## src/hw/rtl/cst_pkg.sv

```systemverilog
// ----------------------------------------------------------------------------
// cst_pkg: shared types and helpers for the C subset token scanner
// Item structs, token kind codes, character codes and keyword tracking.
// ----------------------------------------------------------------------------
package cst_pkg;

  localparam int LINE_W   = 16;
  localparam int START_W  = 24;
  localparam int LENGTH_W = 16;

  localparam int DEF_LINE_BITS   = 16;
  localparam int DEF_OFFSET_BITS = 24;
  localparam int DEF_LENGTH_BITS = 16;
  localparam int DEF_QUEUE_DEPTH = 4;

  // token kinds
  localparam logic [3:0] KIND_EOF      = 4'd0;
  localparam logic [3:0] KIND_ERROR    = 4'd1;
  localparam logic [3:0] KIND_CONSTANT = 4'd2;
  localparam logic [3:0] KIND_IDENT    = 4'd3;
  localparam logic [3:0] KIND_LPAREN   = 4'd4;
  localparam logic [3:0] KIND_RPAREN   = 4'd5;
  localparam logic [3:0] KIND_LBRACE   = 4'd6;
  localparam logic [3:0] KIND_RBRACE   = 4'd7;
  localparam logic [3:0] KIND_LBRACKET = 4'd8;
  localparam logic [3:0] KIND_RBRACKET = 4'd9;
  localparam logic [3:0] KIND_SEMI     = 4'd10;
  localparam logic [3:0] KIND_TILDE    = 4'd11;
  localparam logic [3:0] KIND_MINUS    = 4'd12;
  localparam logic [3:0] KIND_INT      = 4'd13;
  localparam logic [3:0] KIND_VOID     = 4'd14;
  localparam logic [3:0] KIND_RETURN   = 4'd15;

  // characters
  localparam logic [7:0] CH_TAB      = 8'h09;
  localparam logic [7:0] CH_LF       = 8'h0A;
  localparam logic [7:0] CH_CR       = 8'h0D;
  localparam logic [7:0] CH_SPACE    = 8'h20;
  localparam logic [7:0] CH_LPAREN   = 8'h28;
  localparam logic [7:0] CH_RPAREN   = 8'h29;
  localparam logic [7:0] CH_MINUS    = 8'h2D;
  localparam logic [7:0] CH_DOT      = 8'h2E;
  localparam logic [7:0] CH_SLASH    = 8'h2F;
  localparam logic [7:0] CH_SEMI     = 8'h3B;
  localparam logic [7:0] CH_LBRACKET = 8'h5B;
  localparam logic [7:0] CH_RBRACKET = 8'h5D;
  localparam logic [7:0] CH_LBRACE   = 8'h7B;
  localparam logic [7:0] CH_RBRACE   = 8'h7D;
  localparam logic [7:0] CH_TILDE    = 8'h7E;
  localparam logic [7:0] CH_I        = 8'h69;
  localparam logic [7:0] CH_V        = 8'h76;
  localparam logic [7:0] CH_R        = 8'h72;

  // keyword progress: int 1..3, void 4..7, return 8..13; done at last code
  localparam logic [3:0] KW_NONE        = 4'd0;
  localparam logic [3:0] KW_INT_1       = 4'd1;
  localparam logic [3:0] KW_INT_DONE    = 4'd3;
  localparam logic [3:0] KW_VOID_1      = 4'd4;
  localparam logic [3:0] KW_VOID_DONE   = 4'd7;
  localparam logic [3:0] KW_RETURN_1    = 4'd8;
  localparam logic [3:0] KW_RETURN_DONE = 4'd13;

  // next expected character for each progress code, and which codes continue
  localparam logic [7:0] KW_EXPECT [16] = '{
    8'h00, 8'h6E, 8'h74, 8'h00, 8'h6F, 8'h69, 8'h64, 8'h00,
    8'h65, 8'h74, 8'h75, 8'h72, 8'h6E, 8'h00, 8'h00, 8'h00
  };
  localparam logic [15:0] KW_CONT = 16'h1F76;

  typedef struct packed {
    logic [7:0] source_byte;
    logic       end_of_source;
  } in_item_t;

  typedef struct packed {
    logic [3:0]          token_kind;
    logic [LINE_W-1:0]   token_line;
    logic [START_W-1:0]  token_start;
    logic [LENGTH_W-1:0] token_length;
    logic                last_of_run;
  } out_item_t;

  typedef struct packed {
    logic [3:0]          kind;
    logic [LINE_W-1:0]   line;
    logic [START_W-1:0]  start;
    logic [LENGTH_W-1:0] length;
  } token_t;

  // all tokens caused by one input item
  typedef struct packed {
    logic [1:0]       last_idx;
    token_t [2:0]     tokens;
  } bundle_t;

  function automatic logic is_letter(input logic [7:0] c);
    return (c >= 8'h61 && c <= 8'h7A) || (c >= 8'h41 && c <= 8'h5A) || c == 8'h5F;
  endfunction

  function automatic logic is_decimal(input logic [7:0] c);
    return c >= 8'h30 && c <= 8'h39;
  endfunction

  function automatic logic is_punct(input logic [7:0] c);
    return c == CH_LPAREN || c == CH_RPAREN || c == CH_LBRACE || c == CH_RBRACE ||
           c == CH_LBRACKET || c == CH_RBRACKET || c == CH_SEMI || c == CH_TILDE ||
           c == CH_MINUS;
  endfunction

  function automatic logic [3:0] punct_kind(input logic [7:0] c);
    logic [3:0] k;
    unique case (c)
      CH_LPAREN:   k = KIND_LPAREN;
      CH_RPAREN:   k = KIND_RPAREN;
      CH_LBRACE:   k = KIND_LBRACE;
      CH_RBRACE:   k = KIND_RBRACE;
      CH_LBRACKET: k = KIND_LBRACKET;
      CH_RBRACKET: k = KIND_RBRACKET;
      CH_SEMI:     k = KIND_SEMI;
      CH_TILDE:    k = KIND_TILDE;
      CH_MINUS:    k = KIND_MINUS;
      default:     k = KIND_ERROR;
    endcase
    return k;
  endfunction

  function automatic logic [3:0] kw_begin(input logic [7:0] c);
    logic [3:0] k;
    unique case (c)
      CH_I:    k = KW_INT_1;
      CH_V:    k = KW_VOID_1;
      CH_R:    k = KW_RETURN_1;
      default: k = KW_NONE;
    endcase
    return k;
  endfunction

  function automatic logic [3:0] kw_advance(input logic [3:0] code, input logic [7:0] c);
    if (KW_CONT[code] && c == KW_EXPECT[code]) return code + 4'd1;
    return KW_NONE;
  endfunction

  function automatic logic [3:0] ident_kind(input logic [3:0] code);
    logic [3:0] k;
    unique case (code)
      KW_INT_DONE:    k = KIND_INT;
      KW_VOID_DONE:   k = KIND_VOID;
      KW_RETURN_DONE: k = KIND_RETURN;
      default:        k = KIND_IDENT;
    endcase
    return k;
  endfunction

endpackage

```

## src/hw/rtl/c_subset_token_scanner.sv

```systemverilog
// ----------------------------------------------------------------------------
// c_subset_token_scanner: streaming lexer for a small C subset
// Source bytes in, tokens (kind, line, start offset, length) out.
// ----------------------------------------------------------------------------
// Usage:
//   src channel: one source byte per transfer; end_of_source=1 flushes the
//   pending token and produces EOF. After EOF, bytes are dropped and each
//   further end mark gives another EOF.
//   tok channel: one token per transfer; last_of_run marks the final token
//   caused by one source transfer (a byte may cause zero to three).
// Timing:
//   A byte is taken every cycle while the queue is not full. Each byte's
//   bundle is registered in the queue before its first token is offered
//   on tok. Tokens leave at one per cycle while tok_ready is high; the scan
//   state updates once per byte and does not set the rate.
//   A bundle queue of QUEUE_DEPTH entries sits between scanner and
//   emitter; src_ready drops only while that queue is full.
// Reset (rst, synchronous): line 1, offset 0, no pending token, queue empty.
// A stall on tok_ready backs up into the queue only; scanning continues
// until the queue fills.
// ----------------------------------------------------------------------------
module c_subset_token_scanner #(
  parameter int LINE_BITS   = cst_pkg::DEF_LINE_BITS,
  parameter int OFFSET_BITS = cst_pkg::DEF_OFFSET_BITS,
  parameter int LENGTH_BITS = cst_pkg::DEF_LENGTH_BITS,
  parameter int QUEUE_DEPTH = cst_pkg::DEF_QUEUE_DEPTH
) (
  input  logic               clk,
  input  logic               rst,
  input  logic               src_valid,
  output logic               src_ready,
  input  cst_pkg::in_item_t  src_item,
  output logic               tok_valid,
  input  logic               tok_ready,
  output cst_pkg::out_item_t tok_item
);
  import cst_pkg::*;

  logic    push, pop, full, empty;
  bundle_t push_bundle, head;

  cst_front #(
    .LINE_BITS  (LINE_BITS),
    .OFFSET_BITS(OFFSET_BITS),
    .LENGTH_BITS(LENGTH_BITS)
  ) u_front (
    .clk        (clk),
    .rst        (rst),
    .src_valid  (src_valid),
    .src_ready  (src_ready),
    .src_item   (src_item),
    .full       (full),
    .push       (push),
    .push_bundle(push_bundle)
  );

  cst_queue #(
    .DEPTH(QUEUE_DEPTH)
  ) u_queue (
    .clk        (clk),
    .rst        (rst),
    .push       (push),
    .push_bundle(push_bundle),
    .full       (full),
    .pop        (pop),
    .head       (head),
    .empty      (empty)
  );

  cst_back u_back (
    .clk      (clk),
    .rst      (rst),
    .head     (head),
    .empty    (empty),
    .pop      (pop),
    .tok_valid(tok_valid),
    .tok_ready(tok_ready),
    .tok_item (tok_item)
  );

  // nothing is offered right out of reset
  a_reset_empty: assert property (@(posedge clk) $past(rst) |-> !tok_valid)
    else $error("token offered right after reset");

  // EOF always closes its run and has no length
  a_eof_shape: assert property (@(posedge clk) disable iff (rst)
    tok_valid && tok_item.token_kind == KIND_EOF |->
      tok_item.last_of_run && tok_item.token_length == '0)
    else $error("malformed EOF token");

  // error tokens are single characters
  a_error_len: assert property (@(posedge clk) disable iff (rst)
    tok_valid && tok_item.token_kind == KIND_ERROR |-> tok_item.token_length == 16'd1)
    else $error("error token length is not one");

  // a run that is not finished keeps the output valid
  a_run_continues: assert property (@(posedge clk) disable iff (rst)
    tok_valid && tok_ready && !tok_item.last_of_run |=> tok_valid)
    else $error("token run cut short");

endmodule

```

## src/hw/rtl/cst_front.sv

```systemverilog
// ----------------------------------------------------------------------------
// cst_front: byte classifier and scan state
// Takes one byte per cycle unless the queue is full, updates the scan state
// and builds the bundle of tokens that the byte completes (up to three).
// ----------------------------------------------------------------------------
module cst_front #(
  parameter int LINE_BITS   = cst_pkg::DEF_LINE_BITS,
  parameter int OFFSET_BITS = cst_pkg::DEF_OFFSET_BITS,
  parameter int LENGTH_BITS = cst_pkg::DEF_LENGTH_BITS
) (
  input  logic               clk,
  input  logic               rst,
  input  logic               src_valid,
  output logic               src_ready,
  input  cst_pkg::in_item_t  src_item,
  input  logic               full,
  output logic               push,
  output cst_pkg::bundle_t   push_bundle
);
  import cst_pkg::*;

  localparam logic [2:0] MODE_IDLE     = 3'd0;
  localparam logic [2:0] MODE_IDENT    = 3'd1;
  localparam logic [2:0] MODE_NUMBER   = 3'd2;
  localparam logic [2:0] MODE_NUMDOT   = 3'd3;
  localparam logic [2:0] MODE_FRACTION = 3'd4;
  localparam logic [2:0] MODE_SLASH    = 3'd5;
  localparam logic [2:0] MODE_COMMENT  = 3'd6;

  localparam logic [LINE_BITS-1:0]   LINE_ONE = LINE_BITS'(1);
  localparam logic [OFFSET_BITS-1:0] OFF_ONE  = OFFSET_BITS'(1);
  localparam logic [LENGTH_BITS-1:0] LEN_ONE  = LENGTH_BITS'(1);
  localparam logic [LENGTH_BITS-1:0] LEN_ZERO = '0;

  logic [2:0]             mode, mode_next;
  logic [LINE_BITS-1:0]   line_count, line_next;
  logic [OFFSET_BITS-1:0] byte_offset, offset_next;
  logic [OFFSET_BITS-1:0] token_origin, origin_next;
  logic [LENGTH_BITS-1:0] token_count, count_next;
  logic [3:0]             kw_progress, kw_next;
  logic                   finished, finished_next;

  logic                   fire;
  logic [7:0]             c;
  logic [LINE_BITS-1:0]   line_inc;
  logic [OFFSET_BITS-1:0] offset_inc, prev_offset;
  logic [LENGTH_BITS-1:0] count_inc1, count_inc2;

  token_t     f0, f1, t_tok;
  logic [1:0] fcount, fcnt_eff, n_tok;
  logic       do_flush, do_start, t_valid;

  function automatic token_t mk(input logic [3:0] kind, input logic [LINE_BITS-1:0] ln,
                                input logic [OFFSET_BITS-1:0] st,
                                input logic [LENGTH_BITS-1:0] len);
    logic [31:0] lw, sw, nw;
    token_t t;
    lw = 32'(ln);
    sw = 32'(st);
    nw = 32'(len);
    t.kind   = kind;
    t.line   = lw[LINE_W-1:0];
    t.start  = sw[START_W-1:0];
    t.length = nw[LENGTH_W-1:0];
    return t;
  endfunction

  assign src_ready = !full;
  assign fire      = src_valid && src_ready;
  assign c         = src_item.source_byte;

  assign line_inc    = (line_count == '1) ? line_count : line_count + LINE_ONE;
  assign offset_inc  = (byte_offset == '1) ? byte_offset : byte_offset + OFF_ONE;
  assign prev_offset = (byte_offset != '0) ? byte_offset - OFF_ONE : '0;
  assign count_inc1  = (token_count == '1) ? token_count : token_count + LEN_ONE;
  assign count_inc2  = (count_inc1 == '1) ? count_inc1 : count_inc1 + LEN_ONE;

  // tokens released when the pending token is closed
  always_comb begin
    f0     = mk(KIND_CONSTANT, line_count, token_origin, token_count);
    f1     = mk(KIND_ERROR, line_count, prev_offset, LEN_ONE);
    fcount = 2'd0;
    unique case (mode)
      MODE_IDENT: begin
        f0     = mk(ident_kind(kw_progress), line_count, token_origin, token_count);
        fcount = 2'd1;
      end
      MODE_NUMBER, MODE_FRACTION: fcount = 2'd1;
      MODE_NUMDOT:                fcount = 2'd2;
      MODE_SLASH: begin
        f0     = mk(KIND_ERROR, line_count, token_origin, LEN_ONE);
        fcount = 2'd1;
      end
      default: fcount = 2'd0;
    endcase
  end

  always_comb begin
    mode_next     = mode;
    line_next     = line_count;
    offset_next   = byte_offset;
    origin_next   = token_origin;
    count_next    = token_count;
    kw_next       = kw_progress;
    finished_next = finished;
    do_flush      = 1'b0;
    do_start      = 1'b0;
    t_valid       = 1'b0;
    t_tok         = mk(KIND_ERROR, line_count, byte_offset, LEN_ONE);

    if (fire) begin
      if (src_item.end_of_source) begin
        do_flush = !finished;
      end else if (!finished) begin
        offset_next = offset_inc;
        unique case (mode)
          MODE_IDENT: begin
            if (is_letter(c) || is_decimal(c)) begin
              count_next = count_inc1;
              kw_next    = kw_advance(kw_progress, c);
            end else begin
              do_flush = 1'b1;
              do_start = 1'b1;
            end
          end
          MODE_NUMBER: begin
            if (is_decimal(c)) begin
              count_next = count_inc1;
            end else if (c == CH_DOT) begin
              mode_next = MODE_NUMDOT;
            end else begin
              do_flush = 1'b1;
              do_start = 1'b1;
            end
          end
          MODE_NUMDOT: begin
            if (is_decimal(c)) begin
              count_next = count_inc2;
              mode_next  = MODE_FRACTION;
            end else begin
              do_flush = 1'b1;
              do_start = 1'b1;
            end
          end
          MODE_FRACTION: begin
            if (is_decimal(c)) begin
              count_next = count_inc1;
            end else begin
              do_flush = 1'b1;
              do_start = 1'b1;
            end
          end
          MODE_SLASH: begin
            if (c == CH_SLASH) begin
              mode_next = MODE_COMMENT;
            end else begin
              do_flush = 1'b1;
              do_start = 1'b1;
            end
          end
          MODE_COMMENT: begin
            if (c == CH_LF) begin
              line_next = line_inc;
              mode_next = MODE_IDLE;
            end
          end
          default: do_start = 1'b1;
        endcase
      end

      if (do_flush) begin
        mode_next = MODE_IDLE;
        kw_next   = KW_NONE;
      end

      if (do_start) begin
        mode_next = MODE_IDLE;
        priority if (c == CH_SPACE || c == CH_TAB || c == CH_CR) begin
          mode_next = MODE_IDLE;
        end else if (c == CH_LF) begin
          line_next = line_inc;
        end else if (c == CH_SLASH) begin
          mode_next   = MODE_SLASH;
          origin_next = byte_offset;
        end else if (is_punct(c)) begin
          t_valid = 1'b1;
          t_tok   = mk(punct_kind(c), line_count, byte_offset, LEN_ONE);
        end else if (is_letter(c)) begin
          mode_next   = MODE_IDENT;
          origin_next = byte_offset;
          count_next  = LEN_ONE;
          kw_next     = kw_begin(c);
        end else if (is_decimal(c)) begin
          mode_next   = MODE_NUMBER;
          origin_next = byte_offset;
          count_next  = LEN_ONE;
        end else begin
          t_valid = 1'b1;
        end
      end

      if (src_item.end_of_source) begin
        t_valid       = 1'b1;
        t_tok         = mk(KIND_EOF, line_count, byte_offset, LEN_ZERO);
        finished_next = 1'b1;
        mode_next     = MODE_IDLE;
      end
    end
  end

  // flushed tokens first, then the token of the byte itself (or EOF)
  assign fcnt_eff = do_flush ? fcount : 2'd0;
  assign n_tok    = fcnt_eff + {1'b0, t_valid};
  assign push     = fire && (n_tok != 2'd0);

  always_comb begin
    push_bundle.last_idx  = n_tok - 2'd1;
    push_bundle.tokens[0] = (fcnt_eff != 2'd0) ? f0 : t_tok;
    push_bundle.tokens[1] = (fcnt_eff == 2'd2) ? f1 : t_tok;
    push_bundle.tokens[2] = t_tok;
  end

  always_ff @(posedge clk) begin
    if (rst) begin
      mode         <= MODE_IDLE;
      line_count   <= LINE_ONE;
      byte_offset  <= '0;
      token_origin <= '0;
      token_count  <= '0;
      kw_progress  <= KW_NONE;
      finished     <= 1'b0;
    end else begin
      mode         <= mode_next;
      line_count   <= line_next;
      byte_offset  <= offset_next;
      token_origin <= origin_next;
      token_count  <= count_next;
      kw_progress  <= kw_next;
      finished     <= finished_next;
    end
  end

endmodule

```

## src/hw/rtl/cst_queue.sv

```systemverilog
// ----------------------------------------------------------------------------
// cst_queue: token bundle queue
// Small register FIFO between the scanner front and the token emitter.
// ----------------------------------------------------------------------------
module cst_queue #(
  parameter int DEPTH = cst_pkg::DEF_QUEUE_DEPTH
) (
  input  logic             clk,
  input  logic             rst,
  input  logic             push,
  input  cst_pkg::bundle_t push_bundle,
  output logic             full,
  input  logic             pop,
  output cst_pkg::bundle_t head,
  output logic             empty
);
  import cst_pkg::*;

  localparam int PTR_W = (DEPTH > 1) ? $clog2(DEPTH) : 1;
  localparam int CNT_W = $clog2(DEPTH + 1);
  localparam logic [PTR_W-1:0] PTR_LAST = PTR_W'(DEPTH - 1);
  localparam logic [PTR_W-1:0] PTR_ONE  = PTR_W'(1);
  localparam logic [CNT_W-1:0] CNT_FULL = CNT_W'(DEPTH);
  localparam logic [CNT_W-1:0] CNT_ONE  = CNT_W'(1);

  bundle_t          store [DEPTH];
  logic [PTR_W-1:0] wr_ptr, rd_ptr;
  logic [CNT_W-1:0] count;

  assign full  = (count == CNT_FULL);
  assign empty = (count == '0);
  assign head  = store[rd_ptr];

  always_ff @(posedge clk) begin
    if (push) begin
      store[wr_ptr] <= push_bundle;
    end
  end

  always_ff @(posedge clk) begin
    if (rst) begin
      wr_ptr <= '0;
      rd_ptr <= '0;
      count  <= '0;
    end else begin
      if (push) begin
        wr_ptr <= (wr_ptr == PTR_LAST) ? '0 : wr_ptr + PTR_ONE;
      end
      if (pop) begin
        rd_ptr <= (rd_ptr == PTR_LAST) ? '0 : rd_ptr + PTR_ONE;
      end
      unique case ({push, pop})
        2'b10:   count <= count + CNT_ONE;
        2'b01:   count <= count - CNT_ONE;
        default: count <= count;
      endcase
    end
  end

endmodule

```

## src/hw/rtl/cst_back.sv

```systemverilog
// ----------------------------------------------------------------------------
// cst_back: token emitter
// Walks the head bundle one token per transfer and marks the last one.
// ----------------------------------------------------------------------------
module cst_back (
  input  logic               clk,
  input  logic               rst,
  input  cst_pkg::bundle_t   head,
  input  logic               empty,
  output logic               pop,
  output logic               tok_valid,
  input  logic               tok_ready,
  output cst_pkg::out_item_t tok_item
);
  import cst_pkg::*;

  logic [1:0] idx;
  token_t     cur;
  logic       is_last;

  always_comb begin
    unique case (idx)
      2'd0:    cur = head.tokens[0];
      2'd1:    cur = head.tokens[1];
      default: cur = head.tokens[2];
    endcase
  end

  assign is_last   = (idx == head.last_idx);
  assign tok_valid = !empty;
  assign pop       = tok_valid && tok_ready && is_last;

  always_comb begin
    tok_item.token_kind   = cur.kind;
    tok_item.token_line   = cur.line;
    tok_item.token_start  = cur.start;
    tok_item.token_length = cur.length;
    tok_item.last_of_run  = is_last;
  end

  always_ff @(posedge clk) begin
    if (rst) begin
      idx <= 2'd0;
    end else if (tok_valid && tok_ready) begin
      idx <= is_last ? 2'd0 : idx + 2'd1;
    end
  end

endmodule

```

## config.mk

```make
export PLATFORM = sky130hd
export DESIGN_NAME = c_subset_token_scanner
export DESIGN_NICKNAME = d
export VERILOG_FILES = /design/src/hw/rtl/cst_pkg.sv /design/src/hw/rtl/c_subset_token_scanner.sv /design/src/hw/rtl/cst_front.sv /design/src/hw/rtl/cst_queue.sv /design/src/hw/rtl/cst_back.sv
export SDC_FILE = /design/constraint.sdc
export NUM_CORES = 1
export LEC_CHECK = 0
export BUFFER_PORTS_ARGS = -buffer_cell sky130_fd_sc_hd__buf_2
export CAP_MARGIN = 20
export CORE_ASPECT_RATIO = 0.6
export CORE_MARGIN = 1.5
export CORE_UTILIZATION = 45
export CTS_CLUSTER_SIZE = 40
export DETAILED_ROUTE_END_ITERATION = 10
export PLACE_DENSITY_LB_ADDON = 0.3
export SYNTH_ARGS = -nofsm -noshare
export SYNTH_HDL_FRONTEND = slang
export SYNTH_HIERARCHICAL = 1
export SYNTH_SLANG_ARGS = --single-unit
```

## constraint.sdc

```tcl
create_clock -name clk -period 10.05 [get_ports clk]
set_clock_uncertainty 0.2 [all_clocks]
set_input_delay 0.5025 -clock clk [delete_from_list [all_inputs] [get_ports clk]]
set_output_delay 0.5025 -clock clk [all_outputs]
set_load 0.005 [all_outputs]
```

==> metrics.csv, run 1 <==
metric,value,unit
per-cell routed wire length,23.8,um
post-CTS setup buffer count,0,
PostCTS Resize Cnt,0,
share of cells above drive strength 1,0.189,
Via Count,20600,
Total GRT Usage,0.203,
Routed met2 length,36000,um
mean area per synthesized cell,15.2,um2
DIE WIDTH,369,um
clock buffer count from CTS,78,
Startpoint Class,flop,
Final ANT Viol Nets,0,
CTS tree,done,
first-pass GRT wire length,126000,um
Setup Viol. Count Final,0,
crit path cell chain,and3b_1 > o2bb2a_1 > o21ai_0 > a211oi_2 > and3_1 > nand2_1 > o31ai_1 > ha_1 > inv_1 > ha_1 > nor2_1 > and2_4 > buf_4,
DRC viols,0,
placed insts,3351,
status,finished clean,
initial antenna violation count,1,
top routing layer used,met5,
core area,79500,um2
Slew @ Worst Pin,1170,ps
#FFs+latches synth,828,
Post-synth EDFFs,728,
reg2reg setup slack,4080,ps
routability cong.,0.989,
Tmin final,5970,ps
Area Growth Syn to Fin,9.15,%
routed vias/inst,5.90,
post-synthesis sequential area ratio,0.660,
largest net degree at the start of global routing,153,
DR pass1 iterations,6,
Port Buf Inserts,75,
Initial Utilization,0.455,
Iteration-0 DRC Markers,2082,
fin cells,3499,
ys flop type,edfxtp_1,
Max-Cap Viols,0,
Tcrit/Tclk final,0.594,
maximum clock insertion buffer count,3,
total grt overflow,0,
clock tree root driver cell,clkbuf_16,
H-tree depth,3,
Post-Route Setup TNS,0,ps
worst rel slew slack,0.218,
DR WL met3,7130,um
final hold vios,0,
RSZ-0062 raised after global routing,false,
CP max stage cell,and2_4,
total power,7080,uW
CP Capture Type,flop,
DIE AREA,82100,um2
Ports,76,
distinct cell type count after synthesis,86,
Synth Cell Area,36200,um2
"top cells by area, synth","edfxtp_1, mux4_2, dfxtp_1",
number of global-route vias before repair,20400,
"Slew Viols, Final",0,
post-cts hold buffer count,1,
crit path kind,flop to flop,
Worst EP arrival,6020,ps
Peak Freq,0.168,GHz
CTS clock-pin slew for the worst setup and hold paths,60,ps
worst vdd ir,0.0938,mV
Antenna diodes,0,
Worst-Skew Late Latency,630,ps
Rows,80,
max incr delay on CP,910,ps
pwr dens,179,nW/um2
Syn Inst Count,2376,
filler instances,6660,
Critical Path Fanout Max,57,
Sink Count,828,
"Req. time, crit path",10100,ps
most numerous cell on the critical path,ha_1,
Synth top area share,0.604,
die height,223,um
Nets,2405,
Leakage,0.0128,uW
ys async rst share,0,
Post-DP HPWL,49700,um
Synth Warn #,6,
largest area contributor in the netlist,edfxtp_1,
M1 wire length,38800,um
WL final,83300,um
Hold Path Class,primary input to flop,
per-layer routing:
| metal | vias up | global-route usage |
|---|---|---|
| li1 | 9107 | - |
| met1 | 10600 | 0.308 |
| met2 | 807 | 0.294 |
| met3 | 113 | 0.0554 |
| met4 | 2 | 0.0397 |
| met5 | - | 0 |
state kept, by name, indices dropped and copies added, names as in the netlist, named ones only:
name	flops
u_queue/wr_ptr	2
u_front/token_count	16
u_front/byte_offset	24
u_front/line_count	16
u_queue/rd_ptr	2
u_queue/store	728
u_front/kw_progress	4
u_back/idx	2
u_front/mode	3
u_front/finished	1
u_queue/count	3
u_front/token_origin	24
cell usage after synthesis (all sizes together) (47+ instances only):
library cell	count
mux4	183
nor3	47
a21oi	82
dfxtp	100
o21ai	57
buf	146
clkbuf	73
edfxtp	728
xnor2	47
nand2	211
a22oi	63
nor2	168
kinds of logic after synthesis:
| kind of cell | count (synthesis) | share of synthesized area |
|---|---|---|
| other | 1 | 0.000104 |
| xor gates and xnor gates | 71 | 0.0172 |
| AOI/OAI and AO/OA | 312 | 0.0576 |
| and+or+nand+nor | 637 | 0.0849 |
| DFF | 828 | 0.660 |
| adders and majority gates | 24 | 0.00851 |
| muxes | 238 | 0.130 |
| buffers and inverters | 265 | 0.0418 |
final timing paths:
| kind | from | to | depth (start not counted) |
|---|---|---|---|
| worst min-delay path | src_item[0] | u_front/finished | 3 |
| worst max register to register | u_front/mode[1] | u_queue/store[3][33] | 13 |
| worst max-delay path | u_front/mode[1] | u_queue/store[3][33] | 13 |
| worst min register to register | u_front/token_origin[15] | u_front/token_origin[15] | 2 |
cell usage in the layout (no fill, tap or decap), drive strengths merged, types with 27 or more instances in the layout:
master	Yosys	final
a22oi	63	63
clkinv	0	32
a21oi	82	82
clkbuf	73	100
mux4	183	183
nor2	168	168
xnor2	47	47
mux2i	28	28
o21ai	57	57
buf	146	101
mux2	27	27
inv	46	52
conb	1	30
nand2	211	211
edfxtp	728	728
dfxtp	100	100
nor3	47	47
nand3	45	45
per-stage QoR:
stage          setup WS, ps  cell area (um2)  hold WS [ps]   util
3_3_place_gp           3860            37000           266  0.465
6_report               4080            39500          87.2  0.497
4_1_cts                4150            39500          51.3  0.497
3_5_place_dp           3810            37000           276  0.465
2_1_floorplan          1810            36300           251      -
5_1_grt                3720            39500           131  0.497
report_power, final:
part / total (uW) / switching, uW / internal [uW]
combinational: 413 / 266 / 147
sequential: 3790 / 23.7 / 3770
clock: 2870 / 1270 / 1600
total: 7080 / 1560 / 5520
final cells by class:
type,count,area [um2],area share
clock buffers,100,2070,0.0523
flip-flops and latches,828,23900,0.605
inverters,46,173,0.00437
clock inverters,45,405,0.0103
well taps,1066,1330,0.0338
repair buffers,102,656,0.0166
multi-input cells,1312,11000,0.278
critical path: cells and delay by family (launching register included):
kind                     cells  cell delay (ps)
AO/OA/AOI/OAI                4             1340
adder cells (fa/ha/maj)      2              430
buffers and inverters        2              750
flip-flops                   1              630
AND/OR/NAND/NOR              5             2150
No activity file was read; power rests on OpenSTA's default activity.
==> inputs of run 2 (changes only) <==
Settings changed: ABC_AREA from default to 1.
Clock period 10.05 ns to 6.26 ns, I/O delays scaled along.
==> run 2 against run 1 <==
Sequential share of layout area fell by 1.3 points. Combinational power rose to 3.9 times the previous value. Critical path depth rose by 3. Core utilization fell by 0.19 points. Flip-flop and latch count did not move.
==> metrics.csv, run 2 <==
metric,value,unit,change
CTS tree,done,,
CP Capture Type,flop,,
"Slew Viols, Final",0,,unchanged
Synth Warn #,6,,unchanged
routed vias/inst,5.63,,-4.5%
Worst-Skew Late Latency,660,ps,+30 ps
RSZ-0062 raised after global routing,false,,
Synth top area share,0.588,,-0.0162
number of global-route vias before repair,23700,,+16%
total power,12500,uW,+77%
post-CTS setup buffer count,0,,unchanged
Ports,76,,unchanged
Post-synth EDFFs,728,,unchanged
most common cell in the netlist,edfxtp_1,,
Nets,3519,,+46%
Largest register FFs,728,,unchanged
dpl ws,1400,ps,-2410 ps
DIE WIDTH,374,um,+1.4%
per-cell routed wire length,20.5,um,-14%
Critical Path Fanout Max,112,,+96%
ys async rst share,0,,unchanged
mean area per synthesized cell,10.5,um2,-31%
biggest regs,"u_queue/store (728), u_front/byte_offset (24), u_front/token_origin (24)",,
storage element area,23900,um2,unchanged
WL final,94600,um,+14%
ys flop type,edfxtp_1,,
H-tree depth,3,,unchanged
Iteration-0 DRC Markers,2902,,+39%
Startpoint Class,flop,,
fin cells,4623,,+32%
Largest Register,u_queue/store,,
Post-Route Setup TNS,0,ps,unchanged
Post-DP HPWL,54500,um,+9.7%
DR pass1 iterations,5,,-1
pwr dens,310,nW/um2,+73%
Worst EP arrival,4560,ps,-1460 ps
Tcrit/Tclk final,0.718,,+0.124
core area,81600,um2,+2.7%
Setup Viol. Count Final,0,,unchanged
placed insts,4481,,+34%
Antenna diodes,0,,unchanged
Final ANT Viol Nets,0,,unchanged
total grt overflow,0,,unchanged
initial antenna violation count,1,,unchanged
Syn Inst Count,3547,,+49%
routability cong.,0.943,,-4.6%
worst vdd ir,0.194,mV,+110%
die height,226,um,+1.4%
Initial Utilization,0.456,,+0.000463
worst setup margin,1760,ps,-2320 ps
Synth Cell Area,37200,um2,+2.8%
Total GRT Usage,0.223,,+0.0202
Max-Cap Viols,0,,unchanged
clock buffer count from CTS,75,,-3.8%
CTS clock-pin slew for the worst setup and hold paths,70,ps,about the same
most frequent cells after synthesis,"edfxtp_1, nor2_1, nand2_1, o21ai_0, o21ai_1",,
largest area contributor in the netlist,edfxtp_1,,
largest net degree at the start of global routing,216,,+41%
post-synthesis sequential area ratio,0.642,,-0.0177
Sink Count,828,,unchanged
status,finished clean,,
distinct cell type count after synthesis,54,,-37%
Rows,81,,+1.3%
worst rel slew slack,0.194,,-0.0245
Placed Area,37900,um2,+2.3%
Tmin final,4500,ps,-1470 ps
Slew @ Worst Pin,1210,ps,+41.1 ps
Port Buf Inserts,75,,unchanged
"top cells by area, synth","edfxtp_1, nor2_1, dfxtp_1",,
Area Growth Syn to Fin,8.63,%,
multi-input logic area,11100,um2,+1.6%
filler instances,7257,,+9.0%
Hold Path Class,primary input to flop,,
"commonest cells after routing, fill and taps aside","edfxtp_1, nor2_1, nand2_1",,
Peak Freq,0.222,GHz,+33%
share of cells above drive strength 1,0.0832,,-0.106
maximum clock insertion buffer count,3,,unchanged
"commonest non-fill, non-tap cell in the layout",edfxtp_1,,
final hold vios,0,,unchanged
"Req. time, crit path",6330,ps,-3770 ps
first-pass GRT wire length,146000,um,+15%
Leakage,0.0138,uW,+7.8%
Via Count,26000,,+26%
DIE AREA,84400,um2,+2.7%
design area,40400,um2,+2.3%
clock tree root driver cell,clkbuf_16,,
DRC viols,0,,unchanged
#FFs+latches synth,828,,unchanged
crit path kind,flop to flop,,
-- run 2: final timing paths --
| kind | start | to | slack (ps) | cells past startpoint |
|---|---|---|---|---|
| min reg2reg | u_front/token_origin[14] | u_front/token_origin[14] | 270 | 2 |
| max reg2reg | u_front/mode[1] | u_queue/store[2][85] | 1760 | 16 |
| max | u_front/mode[1] | u_queue/store[2][85] | 1760 | 16 |
| min | src_item[3] | u_front/kw_progress[3] | 150 | 8 |
-- run 2: timing repair --
action                                  CTS  global route
gates resized for setup                   0             0
hold buffers                              3             0
hold endpoints to repair                 14             0
endpoints found under the setup margin    0             0
-- run 2: area by class of cell --
class	count	share of cell area
clock buffers	94	0.0508
inverters	195	0.0189
flip-flops and latches	828	0.591
multi-input cells	2273	0.276
well taps	1079	0.0334
repair buffers	109	0.0186
clock inverters	45	0.0109
-- run 2: metal layers --
| metal | up-vias | wire [um] | track usage |
|---|---|---|---|
| li1 | 12300 | - | - |
| met2 | 1086 | 38600 | 0.312 |
| met1 | 12500 | 46200 | 0.352 |
| met4 | 2 | 1590 | 0.0492 |
| met5 | - | 13 | 0 |
| met3 | 105 | 8200 | 0.0459 |
-- run 2: report_power, final --
part,switching [uW],internal [uW]
clock,2100,2570
combinational,1140,477
sequential,78.4,6150
-- run 2: through the flow --
step	util	hold WS (ps)
3_3_place_gp	0.464	249
5_1_grt	0.495	180
4_1_cts	0.495	93.1
6_report	0.495	154
3_5_place_dp	0.464	256
2_1_floorplan	-	185
-- run 2: worst max-delay path, stage by stage (launching register included) --
cell and delay, ps:
dfxtp_1 310, inv_1 140, nand2_1 190, nor2_1 230
nand3_2 370, nand3_1 300, nand2_1 110, nor2_1 140
inv_1 70, o21ai_0 180, ha_1 170, inv_1 80
ha_1 210, nor2_1 350, nand2_1 160, clkinvlp_4 200
buf_12 550
-- run 2: kinds of logic (layout without fill, tap and decap cells) --
kind of cell,Yosys count,after routing,share of synthesized area
AOI/OAI and AO/OA,859,859,0.129
xor gates and xnor gates,40,40,0.00963
buffers and inverters,475,443,0.0616
other,1,30,0.000101
DFF,828,828,0.642
adders and majority gates,24,24,0.00828
and+or+nand+nor,1320,1320,0.149
